`src/rtl/core/bpfc_pkg.sv`:
```
`default_nettype none
// ----------------------------------------------------------------------------
// bpfc_pkg
// shared types, codes and helpers of the bitmap pixel fetch and colour decode
// ----------------------------------------------------------------------------
package bpfc_pkg;

  // operation codes of an input beat
  localparam logic OP_WRITE = 1'b0;
  localparam logic OP_PIXEL = 1'b1;

  // configuration register indexes
  localparam int unsigned CFG_IDX_BITS = 3;
  localparam int unsigned CFG_DATA_BITS = 7;
  localparam logic [CFG_IDX_BITS-1:0] REG_BASE_PAGE  = 3'd0;
  localparam logic [CFG_IDX_BITS-1:0] REG_FINE_MODE  = 3'd1;
  localparam logic [CFG_IDX_BITS-1:0] REG_LARGE_SIZE = 3'd2;
  localparam logic [CFG_IDX_BITS-1:0] REG_COLOR_ON   = 3'd3;
  localparam logic [CFG_IDX_BITS-1:0] REG_BRIGHT     = 3'd4;
  localparam logic [CFG_IDX_BITS-1:0] REG_PLANE_MASK = 3'd5;

  // pixel selection carried from address generation to colour decode
  typedef struct packed {
    logic       on_screen;
    logic       fine;
    logic [2:0] bit_sel;   // bit of the byte in fine mode, nibble select in bit 0 otherwise
  } pix_sel_t;

  // one rgbi channel level
  function automatic logic [7:0] chan_level(input logic on, input logic inten);
    logic [7:0] lvl;
    if (on) begin
      lvl = inten ? 8'd255 : 8'd170;
    end else begin
      lvl = inten ? 8'd85 : 8'd0;
    end
    return lvl;
  endfunction

endpackage
`default_nettype wire

```
`src/rtl/core/bpfc_addr_gen.sv`:
```
`default_nettype none
// ----------------------------------------------------------------------------
// bpfc_addr_gen
// framebuffer byte address, pixel bit select and screen bounds check
// ----------------------------------------------------------------------------
module bpfc_addr_gen (
  input  wire logic [6:0]       pixel_x,
  input  wire logic [6:0]       pixel_y,
  input  wire logic [6:0]       base_page,
  input  wire logic             fine_mode,
  input  wire logic             large_size,
  output logic      [15:0]      byte_addr,
  output bpfc_pkg::pix_sel_t    pix_sel
);

  logic [10:0] offset;
  logic [6:0]  page_sum;

  always_comb begin
    // quadrant bits sit above the 512-byte page offset
    if (fine_mode) begin
      offset = {large_size & pixel_y[6], large_size & pixel_x[6],
                pixel_y[5:1], pixel_x[5:2]};
      pix_sel.on_screen = large_size | (~pixel_x[6] & ~pixel_y[6]);
      pix_sel.bit_sel   = {pixel_x[1], pixel_y[0], pixel_x[0]};
    end else begin
      offset = {large_size & pixel_y[5], large_size & pixel_x[5],
                pixel_y[4:0], pixel_x[4:1]};
      pix_sel.on_screen = ~pixel_x[6] & ~pixel_y[6] &
                          (large_size | (~pixel_x[5] & ~pixel_y[5]));
      pix_sel.bit_sel   = {2'b00, pixel_x[0]};
    end
    pix_sel.fine = fine_mode;
    // base is page aligned, so only the page number takes a carry (wraps at 64k)
    page_sum  = base_page + {5'b00000, offset[10:9]};
    byte_addr = {page_sum, offset[8:0]};
  end

endmodule
`default_nettype wire

```
`config.mk`:
```
export PLATFORM = sky130hd
export DESIGN_NAME = bpfc_addr_gen
export DESIGN_NICKNAME = d
export VERILOG_FILES = /design/src/rtl/core/bpfc_pkg.sv /design/src/rtl/core/bpfc_addr_gen.sv
export SDC_FILE = /design/constraint.sdc
export NUM_CORES = 1
export LEC_CHECK = 0
export BUFFER_PORTS_ARGS = -buffer_cell sky130_fd_sc_hd__buf_4
export CAP_MARGIN = 40
export CORE_AREA = 5 5 42 44
export DETAILED_ROUTE_END_ITERATION = 8
export DIE_AREA = 0 0 47 49
export GPL_ROUTABILITY_DRIVEN = 0
export PLACE_DENSITY = 0.73
export SLEW_MARGIN = 20
export SYNTH_ARGS = -nofsm -noshare
export SYNTH_HDL_FRONTEND = slang
export SYNTH_SLANG_ARGS = --single-unit
```
`constraint.sdc`:
```
create_clock -name vclk -period 2.46
set_input_delay 0.492 -clock vclk [all_inputs]
set_output_delay 0.492 -clock vclk [all_outputs]
set_load 0.01 [all_outputs]
```
==> reports/metrics.yaml <==
run_status:
  outcome: "finished clean"
yosys:
  yosys_warnings: 0
  ys_top_cells_by_count: "7 x mux2_4, 4 x inv_1, 4 x nor2_1"
  synth-xor-area-share_pct: 11.33
  synthSimpleGateAreaFrac_pct: 19.42
  syn_avg_cell_area_um2: 8.991
  synthMuxAreaShare_pct: 38.51
  synth.most_common_cell: "mux2_4"
  seq_area_frac_synth_pct: 0
  syn_nets: 69
  ys_types: 21
  synth_compound_area_share_pct: 3.236
  synthCells: 43
  syn_area_um2: 386.6
  synth_top_area_share_pct: 27.18
  synth_adder_area_share_pct: 11.65
  synth_top_family_by_area: "multiplexers"
  yosys.area.top_type: "mux2_4"
  yosys-top-cells-area: "mux2_4 27%, mux2_2 8.7%, xnor2_1 6.8%"
global_routing:
  grt_pass1_vias: 467
  grt_pass1_wl_um: 1690
  grt_max_degree: 9
  overflow: 0
  track_usage_pct: 9.142
  antenna_found_initial: 0
finish:
  fin_nets: 113
  antenna_cells: 0
  nClkBuffers: 0
  area_growth_pct: 89.64
  multi_input_area_um2: 342.8
  fillers: 142
  design.seq.count: 0
  layout-drive-gt1-share_pct: 72.94
  ff_latch_area_um2: 0
  final-instance-count-excl-fill: 101
worst_setup_path:
  startpoint_type: "input pin"
  path_max_fanout: 3
  endpoint_kind: "output port"
  path_delay_family: "buffers and inverters"
  required_ns: 1.97
  cp_slowest_cell: "mux2_4"
  path_cells: "buf_6 > buf_6 > mux2_4 > nand2_4 > inv_4 > ha_4 > a21o_1 > nand4_1 > xnor2_1 > buf_4"
  crit_type: "input pin to output port"
  cpMostUsedCell: "buf_6"
  arrival_ns: 1.88
  slowest_delay_ns: 0.30
  path_buf_inv: 4
sta:
  fin_crit_sh_pct: 96.38
  finalHoldViolations: 0
  timing.fmax_mhz: 421.8
  slew_viol_final: 0
  fin_tns_setup_ns: 0
  finalCriticalPeriod_ns: 2.371
  slew_headroom_pct: 91.81
  worst_slew_pin_slew_ns: 0.1195
  setup_violations: 0
  rsz0062_at_grt: "yes"
min_path:
  hold_class: "input pin to output port"
  holdPathStages: 0
  hold_end: "pix_sel[0]"
  hold_start: "pixel_x[0]"
pwr:
  leakagePower_nw: 0.3990
  ir_worst_vdd_mv: 0.08325
  power_density_nw_per_um2: 204.2
die:
  start_util_pct: 27.59
  std_cell_rows: 14
  die_y_um: 49
  core_area_um2: 1401
  io_pins: 44
  dieWidth_um: 47
  die_area_um2: 2303
route:
  wl_per_cell_um: 10.49
  wl_um: 1059
  first_pass_iters: 1
  drc_errors: 0
  vias: 446
  drt-vias-per-instance: 4.416
  drtAntennaViolNets: 0
  drt_iter0_drc: 0
clock_tree:
  cts_hold_buf: 0
  postCtsSetupRepairBufs: 0
job:
  maxCapViolCount: 0
placement:
  place_hpwl_um: 1016
  dp.cells: 101
  port-buffer-count: 42
-- routing by layer --
metal	track usage [%]	up-vias	share of wire, %
met5	0	-	0
met4	0	0	0
met3	5.904	0	21
met2	15.16	33	44
met1	10.28	187	34
li1	-	226	-
-- area by class of cell --
type | count | area share, %
inverter | 4 | 2.389
multi-input combinational | 35 | 46.76
tap | 16 | 2.730
timing repair buffer | 46 | 48.12
-- worst max path at each step --
stage	start	end	slack, ns	cells after the start
5_1_grt	fine_mode	byte_addr[14]	-0.03	10
4_1_cts	fine_mode	byte_addr[15]	0.0003	9
3_3_place_gp	fine_mode	byte_addr[15]	0.006	9
6_report	fine_mode	byte_addr[14]	0.09	10
2_1_floorplan	fine_mode	byte_addr[15]	0.08	8
3_5_place_dp	fine_mode	byte_addr[14]	-0.002	10
-- cell usage in the layout, fill, tap and decap left out, drive strengths merged --
master	instances
ha	2
nor2b	1
xnor2	3
nand2	4
a21o	1
fa	1
buf	46
nor3	2
and2	2
a21oi	1
nand4	1
mux2i	1
inv	4
xor2	2
nor2	4
mux2	10
-- report_power, final --
| group | switching [mW] | leakage [nW] | internal, mW |
|---|---|---|---|
| sequential | 0 | 0 | 0 |
| clock | 0 | 0 | 0 |
| combinational | 0.0585 | 0.399 | 0.0912 |
| total | 0.0585 | 0.399 | 0.0912 |
-- cell families after synthesis --
kind of cell | count (synthesis)
AOI/OAI and AO/OA | 2
adders and majority gates | 3
and+or+nand+nor | 14
xor gates and xnor gates | 5
muxes | 11
buffers and inverters | 8
-- stage by stage --
| step | setup slack (ns) | cell area (um^2) | util (%) | total power [mW] | hold slack, ns |
|---|---|---|---|---|---|
| 3_5_place_dp | -0.001603 | 705.7 | 50.36 | 0.1472 | 0.9841 |
| 2_1_floorplan | 0.08138 | 386.6 | - | 0.07193 | 1.060 |
| 6_report | 0.08907 | 733.2 | 52.32 | 0.1497 | 0.9840 |
| 3_3_place_gp | 0.005776 | 705.7 | 50.36 | 0.1456 | 0.9841 |
| 5_1_grt | -0.02759 | 733.2 | 52.32 | 0.1638 | 0.9840 |
| 4_1_cts | 0.0002549 | 705.7 | 50.36 | 0.1477 | 0.9841 |
-- what timing repair did --
item / 4_1_cts / 5_1_grt
gates cloned: 0 / 0
pin swaps: 1 / 5
hold endpoints to repair: 0 / 0
resized for setup: 0 / 6
endpoints found under the setup margin: 1 / 4
No activity file was read; power rests on OpenSTA's default activity.
