==> config.mk <==
export PLATFORM = sky130hd
export DESIGN_NAME = bpfc_decode
export DESIGN_NICKNAME = d
export VERILOG_FILES = /design/src/rtl/core/bpfc_pkg.sv /design/src/rtl/core/bpfc_decode.sv
export SDC_FILE = /design/constraint.sdc
export NUM_CORES = 1
export LEC_CHECK = 0
export BUFFER_PORTS_ARGS = -buffer_cell sky130_fd_sc_hd__buf_2
export CAP_MARGIN = 20
export CORE_AREA = 2 2 41 43
export DETAILED_ROUTE_END_ITERATION = 6
export DIE_AREA = 0 0 43 45
export GPL_ROUTABILITY_DRIVEN = 1
export GPL_TIMING_DRIVEN = 0
export PLACE_DENSITY = 0.8
export SLEW_MARGIN = 5
export SYNTH_ARGS = -nofsm -noshare
export SYNTH_HDL_FRONTEND = slang
export SYNTH_SLANG_ARGS = --single-unit
export TNS_END_PERCENT = 10
==> constraint.sdc <==
create_clock -name vclk -period 1.3
set_input_delay 0.065 -clock vclk [all_inputs]
set_output_delay 0.065 -clock vclk [all_outputs]
set_load 0.1 [all_outputs]
==> src/rtl/core/bpfc_pkg.sv <==
`default_nettype none
// ----------------------------------------------------------------------------
// bpfc_pkg
// shared types, codes and helpers of the bitmap pixel fetch and colour decode
// ----------------------------------------------------------------------------
package bpfc_pkg;

  // operation codes of an input beat
  localparam logic OP_WRITE = 1'b0;
  localparam logic OP_PIXEL = 1'b1;

  // configuration register indexes
  localparam int unsigned CFG_IDX_BITS = 3;
  localparam int unsigned CFG_DATA_BITS = 7;
  localparam logic [CFG_IDX_BITS-1:0] REG_BASE_PAGE  = 3'd0;
  localparam logic [CFG_IDX_BITS-1:0] REG_FINE_MODE  = 3'd1;
  localparam logic [CFG_IDX_BITS-1:0] REG_LARGE_SIZE = 3'd2;
  localparam logic [CFG_IDX_BITS-1:0] REG_COLOR_ON   = 3'd3;
  localparam logic [CFG_IDX_BITS-1:0] REG_BRIGHT     = 3'd4;
  localparam logic [CFG_IDX_BITS-1:0] REG_PLANE_MASK = 3'd5;

  // pixel selection carried from address generation to colour decode
  typedef struct packed {
    logic       on_screen;
    logic       fine;
    logic [2:0] bit_sel;   // bit of the byte in fine mode, nibble select in bit 0 otherwise
  } pix_sel_t;

  // one rgbi channel level
  function automatic logic [7:0] chan_level(input logic on, input logic inten);
    logic [7:0] lvl;
    if (on) begin
      lvl = inten ? 8'd255 : 8'd170;
    end else begin
      lvl = inten ? 8'd85 : 8'd0;
    end
    return lvl;
  endfunction

endpackage
`default_nettype wire

==> src/rtl/core/bpfc_decode.sv <==
`default_nettype none
// ----------------------------------------------------------------------------
// bpfc_decode
// pixel code extraction and rgbi / grey colour decode
// ----------------------------------------------------------------------------
module bpfc_decode (
  input  wire logic               [7:0] mem_byte,
  input  wire bpfc_pkg::pix_sel_t       pix_sel,
  input  wire logic                     color_on,
  input  wire logic                     bright,
  input  wire logic               [2:0] plane_mask,
  output logic                    [7:0] red_level,
  output logic                    [7:0] green_level,
  output logic                    [7:0] blue_level
);

  logic [3:0] code;

  always_comb begin
    // code zero is black in both decodes: off screen and unlit pixels use it
    if (!pix_sel.on_screen) begin
      code = 4'h0;
    end else if (pix_sel.fine) begin
      code = mem_byte[pix_sel.bit_sel] ? {bright, plane_mask} : 4'h0;
    end else begin
      code = pix_sel.bit_sel[0] ? mem_byte[7:4] : mem_byte[3:0];
    end

    if (color_on) begin
      red_level   = bpfc_pkg::chan_level(code[0], code[3]);
      green_level = bpfc_pkg::chan_level(code[1], code[3]);
      blue_level  = bpfc_pkg::chan_level(code[2], code[3]);
    end else begin
      // grey is code * 17
      red_level   = {code, code};
      green_level = {code, code};
      blue_level  = {code, code};
    end
  end

endmodule
`default_nettype wire

==> results of run 1 <==
## path summary, 6_finish.rpt
path | slack (ns) | startpoint | to | cells past startpoint
hold / removal | 0.67 | pix_sel[4] | green_level[1] | 4
setup / recovery | -0.57 | mem_byte[0] | red_level[5] | 8
## cell usage in the layout, fill, tap and decap left out, types with 2 or more instances in the layout
cell type,Yosys,final
buf_4,16,14
buf_6,0,14
o2bb2ai_4,0,2
clkbuf_1,2,2
mux2i_1,2,2
and3_1,3,3
buf_2,1,11
o2111ai_2,0,2
or3_4,0,4
nand2_1,3,3
buf_12,0,22
o21ai_0,6,5
mux4_2,1,2
o211ai_1,4,4
mux2_4,0,4
nor3_1,2,2
a21oi_1,4,3
nor2_1,5,3
nor2_4,0,2
## cell families after synthesis
logic type,share of synthesized area [%]
AND/OR/NAND/NOR,19.2
AO/OA/AOI/OAI,26.4
multiplexers,27.2
buffers and inverters,27.2
## metrics by stage
step                area [um^2]  TNS, ns
floorplan                   662    -6.21
global placement            887   -10.70
detailed placement          887   -11.23
CTS                        1210    -7.93
global route               1280   -10.03
finish                     1280    -9.88
## cell type report
class,instances,area (um^2)
Timing Repair Buffer,45,588
Multi-Input combinational cell,48,474
Buffer,19,193
Fill cell,66,193
Tap cell,16,20.0
Inverter,1,3.75
## timing repair
item,CTS,global route
pin swaps,5,4
resized for setup,82,10
buffers inserted,1,3
setup endpoints to repair,24,24
## metal layers
layer | up-vias | global-route usage (%) | routed length, um
li1 | 336 | - | -
met1 | 348 | 27.9 | 879
met2 | 81 | 52.1 | 1300
met3 | 14 | 1.60 | 275
met4 | 0 | 9.70 | 96
met5 | - | 0 | 0
## power groups by stage
stage,Sequential (mW),Combinational (mW),Clock [mW]
6_report,0,1.22,0
5_1_grt,0,1.25,0
4_1_cts,0,1.15,0
3_5_place_dp,0,0.923,0
3_3_place_gp,0,0.912,0
2_1_floorplan,0,0.804,0
## tightest hold or removal path: stages
cell    delay [ns]
buf_2         0.14
inv_1         0.18
nor2_4        0.07
buf_12        0.16
==> run metrics, run 1 <==
Die Area=slightly below 0.002 mm^2; Final GP Congestion=~0.93; crit path time final=between 1.5 and 2 ns; final core utilization=between 80 and 90%; crit-path cells=buf_2, mux4_2, mux2i_4, buf_4, a21oi_1, or3_4, buf_12, buf_12; core box area=around 0.0015 mm^2; Final Power=between 1 and 1.5 mW; number of global-route vias before repair=roughly 740; Setup crit end kind=primary output; syn nets=86; YS warnings=0; Slew @ Worst Pin=roughly 0.50 ns; clkbuf count=0; Die Span Y=45 um; final setup fails=24; seq_cells=0; Crit-path slowest cell=mux4_2; RSZ-0062 raised after global routing=yes; Flop pwr share=0%; vias=slightly below 800; worst setup margin=-0.569 ns; total iterations of the first detailed-routing run=4; Setup CP Type=input pin to primary output; hold-fix buffers at CTS=0; P per Cell Area=955 mW/mm^2; placed cell count=between 100 and 150; Global Route Usage Sum=25.8%; post-DP HPWL=1340 um; CP dominant cell by count=buf_12; first-pass GRT wire length=about 3700 um; Reg area=0 um^2; startpoint types=input pin; non-filler cells, final=129; synthesized cell area=502 um^2; Post-Route WL=approximately 2500 um; Hold Slack=0.671 ns; DRC viols=0; Req. time, crit path=~1.2 ns; failing checks=setup timing; worst endpoint data arrival time=around 1.8 ns; Max IR drop VDD=0.498 mV; MaxCap Viol Count=0; port bufs=41; max-slew violations=0; Logic pwr share=100.0%; Yosys top cell by area=buf_4; Avg WL per Cell=roughly 20 um; CP delay by family, top=multiplexers; Synth top cells by count=16 x buf_4, 6 x o21ai_0, 5 x nor2_1; Worst Path Max Fanout=4; Peak Freq=approximately 530 MHz; outcome=complete, but fails checks; grt total ovfl=0; DR vias/cell=just over 6; Int Power=between 400 and 500 uW; largest net degree at the start of global routing=11; antenna fix cells=0; final period utilization=144%; initial antenna violation count=0; synthesis-to-layout area growth=155%; DRT iter0 DRCs=29; sequential area share after synthesis=0%; final hold violations=0; Switching Share=61.8%; Clk network pwr share=0%; Routed Antenna Nets=0; fraction of layout instances using a drive strength above 1=between 70% and 80%; top-count cell post-synth=buf_4; area share of the largest cell type after synthesis=between 20% and 30%; P_sw=755 uW; LEAKAGE=approximately 0.57 nW; nets=133; worst hold path class=input pin to primary output; Area contributors post-synth=buf_4 24%, mux2_1 9.0%, o21ai_0 6.0%; Worst Path Buf+Inv=4; Initial Util=about a third; Die Span X=43 um; unique cell type count in the Yosys netlist=23; Mapped Cells=68; CP peak stage delay=0.51 ns; IO Pins=42; Slew HR=between 60% and 70%; Syn Area/Cell=7.38 um^2; dpl ws=-0.615 ns; row count=14
Note: power is estimated with default switching activity, not from simulation.
==> run 2: changes to the inputs <==
--- a/config.mk
+++ b/config.mk
@@ -5,14 +5,15 @@
 export SDC_FILE = /design/constraint.sdc
 export NUM_CORES = 1
 export LEC_CHECK = 0
+export ABC_AREA = 1
 export BUFFER_PORTS_ARGS = -buffer_cell sky130_fd_sc_hd__buf_2
 export CAP_MARGIN = 20
-export CORE_AREA = 2 2 41 43
+export CORE_AREA = 2 2 39 41
 export DETAILED_ROUTE_END_ITERATION = 6
-export DIE_AREA = 0 0 43 45
+export DIE_AREA = 0 0 41 43
 export GPL_ROUTABILITY_DRIVEN = 1
 export GPL_TIMING_DRIVEN = 0
-export PLACE_DENSITY = 0.8
+export PLACE_DENSITY = 0.78
 export SLEW_MARGIN = 5
 export SYNTH_ARGS = -nofsm -noshare
 export SYNTH_HDL_FRONTEND = slang
==> run 2 against run 1 <==
Non-clock buffer count down 6. Core utilization rose by 2.7 points. Setup slack improved by 0.48 ns. Fmax is 35% higher. Final cell count grew 1.6%. Combinational power is 12% lower. Die area down 8.9%. Via count decreased by 13%. Count of clock-buffer cells in the layout unchanged. The flow still finishes with violations (setup timing). Sequential share of layout area stayed put. Flip-flop and latch count unchanged. Largest cell class unchanged.
==> run metrics, run 2 <==
mux contribution to synthesized area=0%; compound-cell area share of the yosys netlist=about 5%; DRC viols=0; final period utilization=107%; CP delay by family, top=simple AND/OR/NAND/NOR gates; worst hold path class=input pin to primary output; Synth top cells by count=27 x nand2_1, 16 x buf_4, 10 x nand3_1, 7 x inv_1, 6 x nand3_2; port bufs=between 40 and 50; post-synthesis simple-gate area fraction=a little under three fifths; clkbuf count=0; Mapped Cells=73; Reg area=0 um^2; DRT iter0 DRCs=14; Req. time, crit path=about 1.2 ns; Post-CTS Setup Inserts=0; synthesis-to-layout area growth=210%; nets=135; Peak Freq=about 720 MHz; largest family of logic cells by synthesized area=simple AND/OR/NAND/NOR gates; Max IR drop VDD=between 0.4 and 0.5 mV; final setup fails=21; seq_cells=0; Post-Route WL=2460 um; dpl ws=-0.440 ns; synthesized cell area=400 um^2; Final GP Congestion=0.808; Setup CP Type=input pin to primary output; CP peak stage delay=about 0.16 ns; top-count cell post-synth=nand2_1; Design Area, Final=approximately 0.0012 mm^2; antenna fix cells=0; Slew @ Worst Pin=around 0.29 ns; grt total ovfl=0; Initial Util=between 20% and 30%; outcome=complete, but fails checks; CP dominant cell by count=nand2_4; Worst Path Max Fanout=7; startpoint types=input pin; area of the multi-input gates=478 um^2; initial antenna violation count=0; YS warnings=0; max-slew violations=0; largest net degree at the start of global routing=8; Die Span X=41 um; Syn Area/Cell=approximately 5.5 um^2; fillers=56; first-pass GRT wire length=2720 um; worst endpoint data arrival time=1.32 ns; Die Area=0.00176 mm^2; Avg WL per Cell=around 19 um; MaxCap Viol Count=0; Setup crit end kind=primary output; P per Cell Area=roughly 860 mW/mm^2; LEAKAGE=between 0.6 and 0.7 nW; number of global-route vias before repair=between 600 and 700; failing checks=setup timing; Die Span Y=between 40 and 50 um; worst setup margin=-0.0892 ns; commonest non-fill, non-tap cell in the layout=buf_6; vias=a little under 700; RSZ-0062 raised after global routing=yes; area share of the largest cell type after synthesis=a little under a third; Slew HR=about four fifths; core box area=around 0.0014 mm^2; final hold violations=0; adder-cell share of the synthesized area=0%; Routed Antenna Nets=0; row count=14; fraction of layout instances using a drive strength above 1=approximately 84%; Global Route Usage Sum=between 20% and 30%; sequential area share after synthesis=0%; Yosys top cell by area=buf_4; post-DP HPWL=about 1100 um; syn nets=91; Crit-path slowest cell=buf_12; Cell Area, Placed=between 700 and 800 um^2; Area contributors post-synth=buf_4 30%, nand2_1 25%, nand3_2 15%; total iterations of the first detailed-routing run=4; post-synthesis xor/xnor area fraction=0%; unique cell type count in the Yosys netlist=9; crit-path cells=buf_12, inv_16, nand2_4, nand3_2, nand3_2, nand2_2, nand2_2, nand2_4, nand3_4, nand2_4, buf_6, buf_12; crit path time final=around 1.4 ns; Worst Path Buf+Inv=4; final core utilization=89.6%; most frequent cells in the layout=20 x buf_6, 18 x buf_12, 16 x buf_2; IO Pins=42; DR vias/cell=5.15
==> run 2: cell count changes after synthesis, moves of 5 or more <==
cell	before	now
nand3_2	0	6
inv_1	1	7
nand2_1	3	27
nor2_1	5	0
o21ai_0	6	0
nand3_1	0	10
==> run 2: timing repair <==
action	4_1_cts	5_1_grt
setup endpoints to repair	24	24
hold endpoints to repair	0	0
hold buffers	0	0
pin swaps	1	10
resized for setup	78	45
==> run 2: cell families after synthesis <==
logic type             after synthesis
and+or+nand+nor                     46
buffers and inverters               24
AOI/OAI and AO/OA                    3
==> run 2: report_power, final <==
part	switching, mW	total (mW)	internal (mW)
logic	0.705	1.07	0.365
clock network	0	0	0
registers	0	0	0
total	0.705	1.07	0.365
==> run 2: worst paths after layout <==
path | from | to | slack (ns) | cells past startpoint
hold / removal | pix_sel[3] | green_level[1] | 0.60 | 3
setup / recovery | pix_sel[0] | green_level[2] | -0.09 | 12
==> run 2: layout make-up <==
| class | count | share of cell area (%) |
|---|---|---|
| Buffer | 16 | 14.3 |
| Inverter | 8 | 3.73 |
| Multi-Input combinational cell | 49 | 38.5 |
| Tap cell | 16 | 1.61 |
| Timing Repair Buffer | 42 | 41.8 |
==> run 2: per-stage QoR <==
step | power (mW) | instances | setup TNS, ns | hold WS [ns]
after global routing | 1.10 | 131 | -2.44 | 0.603
final | 1.07 | 131 | -1.19 | 0.597
after floorplan | 0.653 | 73 | -0.722 | 0.302
after CTS | 0.947 | 131 | 0 | 0.606
after global placement | 0.756 | 131 | -8.50 | 0.660
after detailed placement | 0.762 | 131 | -9.01 | 0.663
==> run 2: metal layers <==
layer / wire length, um / GRT usage, % / up-vias
met5: 0 / 0 / -
met4: 58 / 9.33 / 0
met3: 160 / 2.62 / 8
met2: 1400 / 44.1 / 48
met1: 847 / 19.9 / 312
li1: - / - / 306
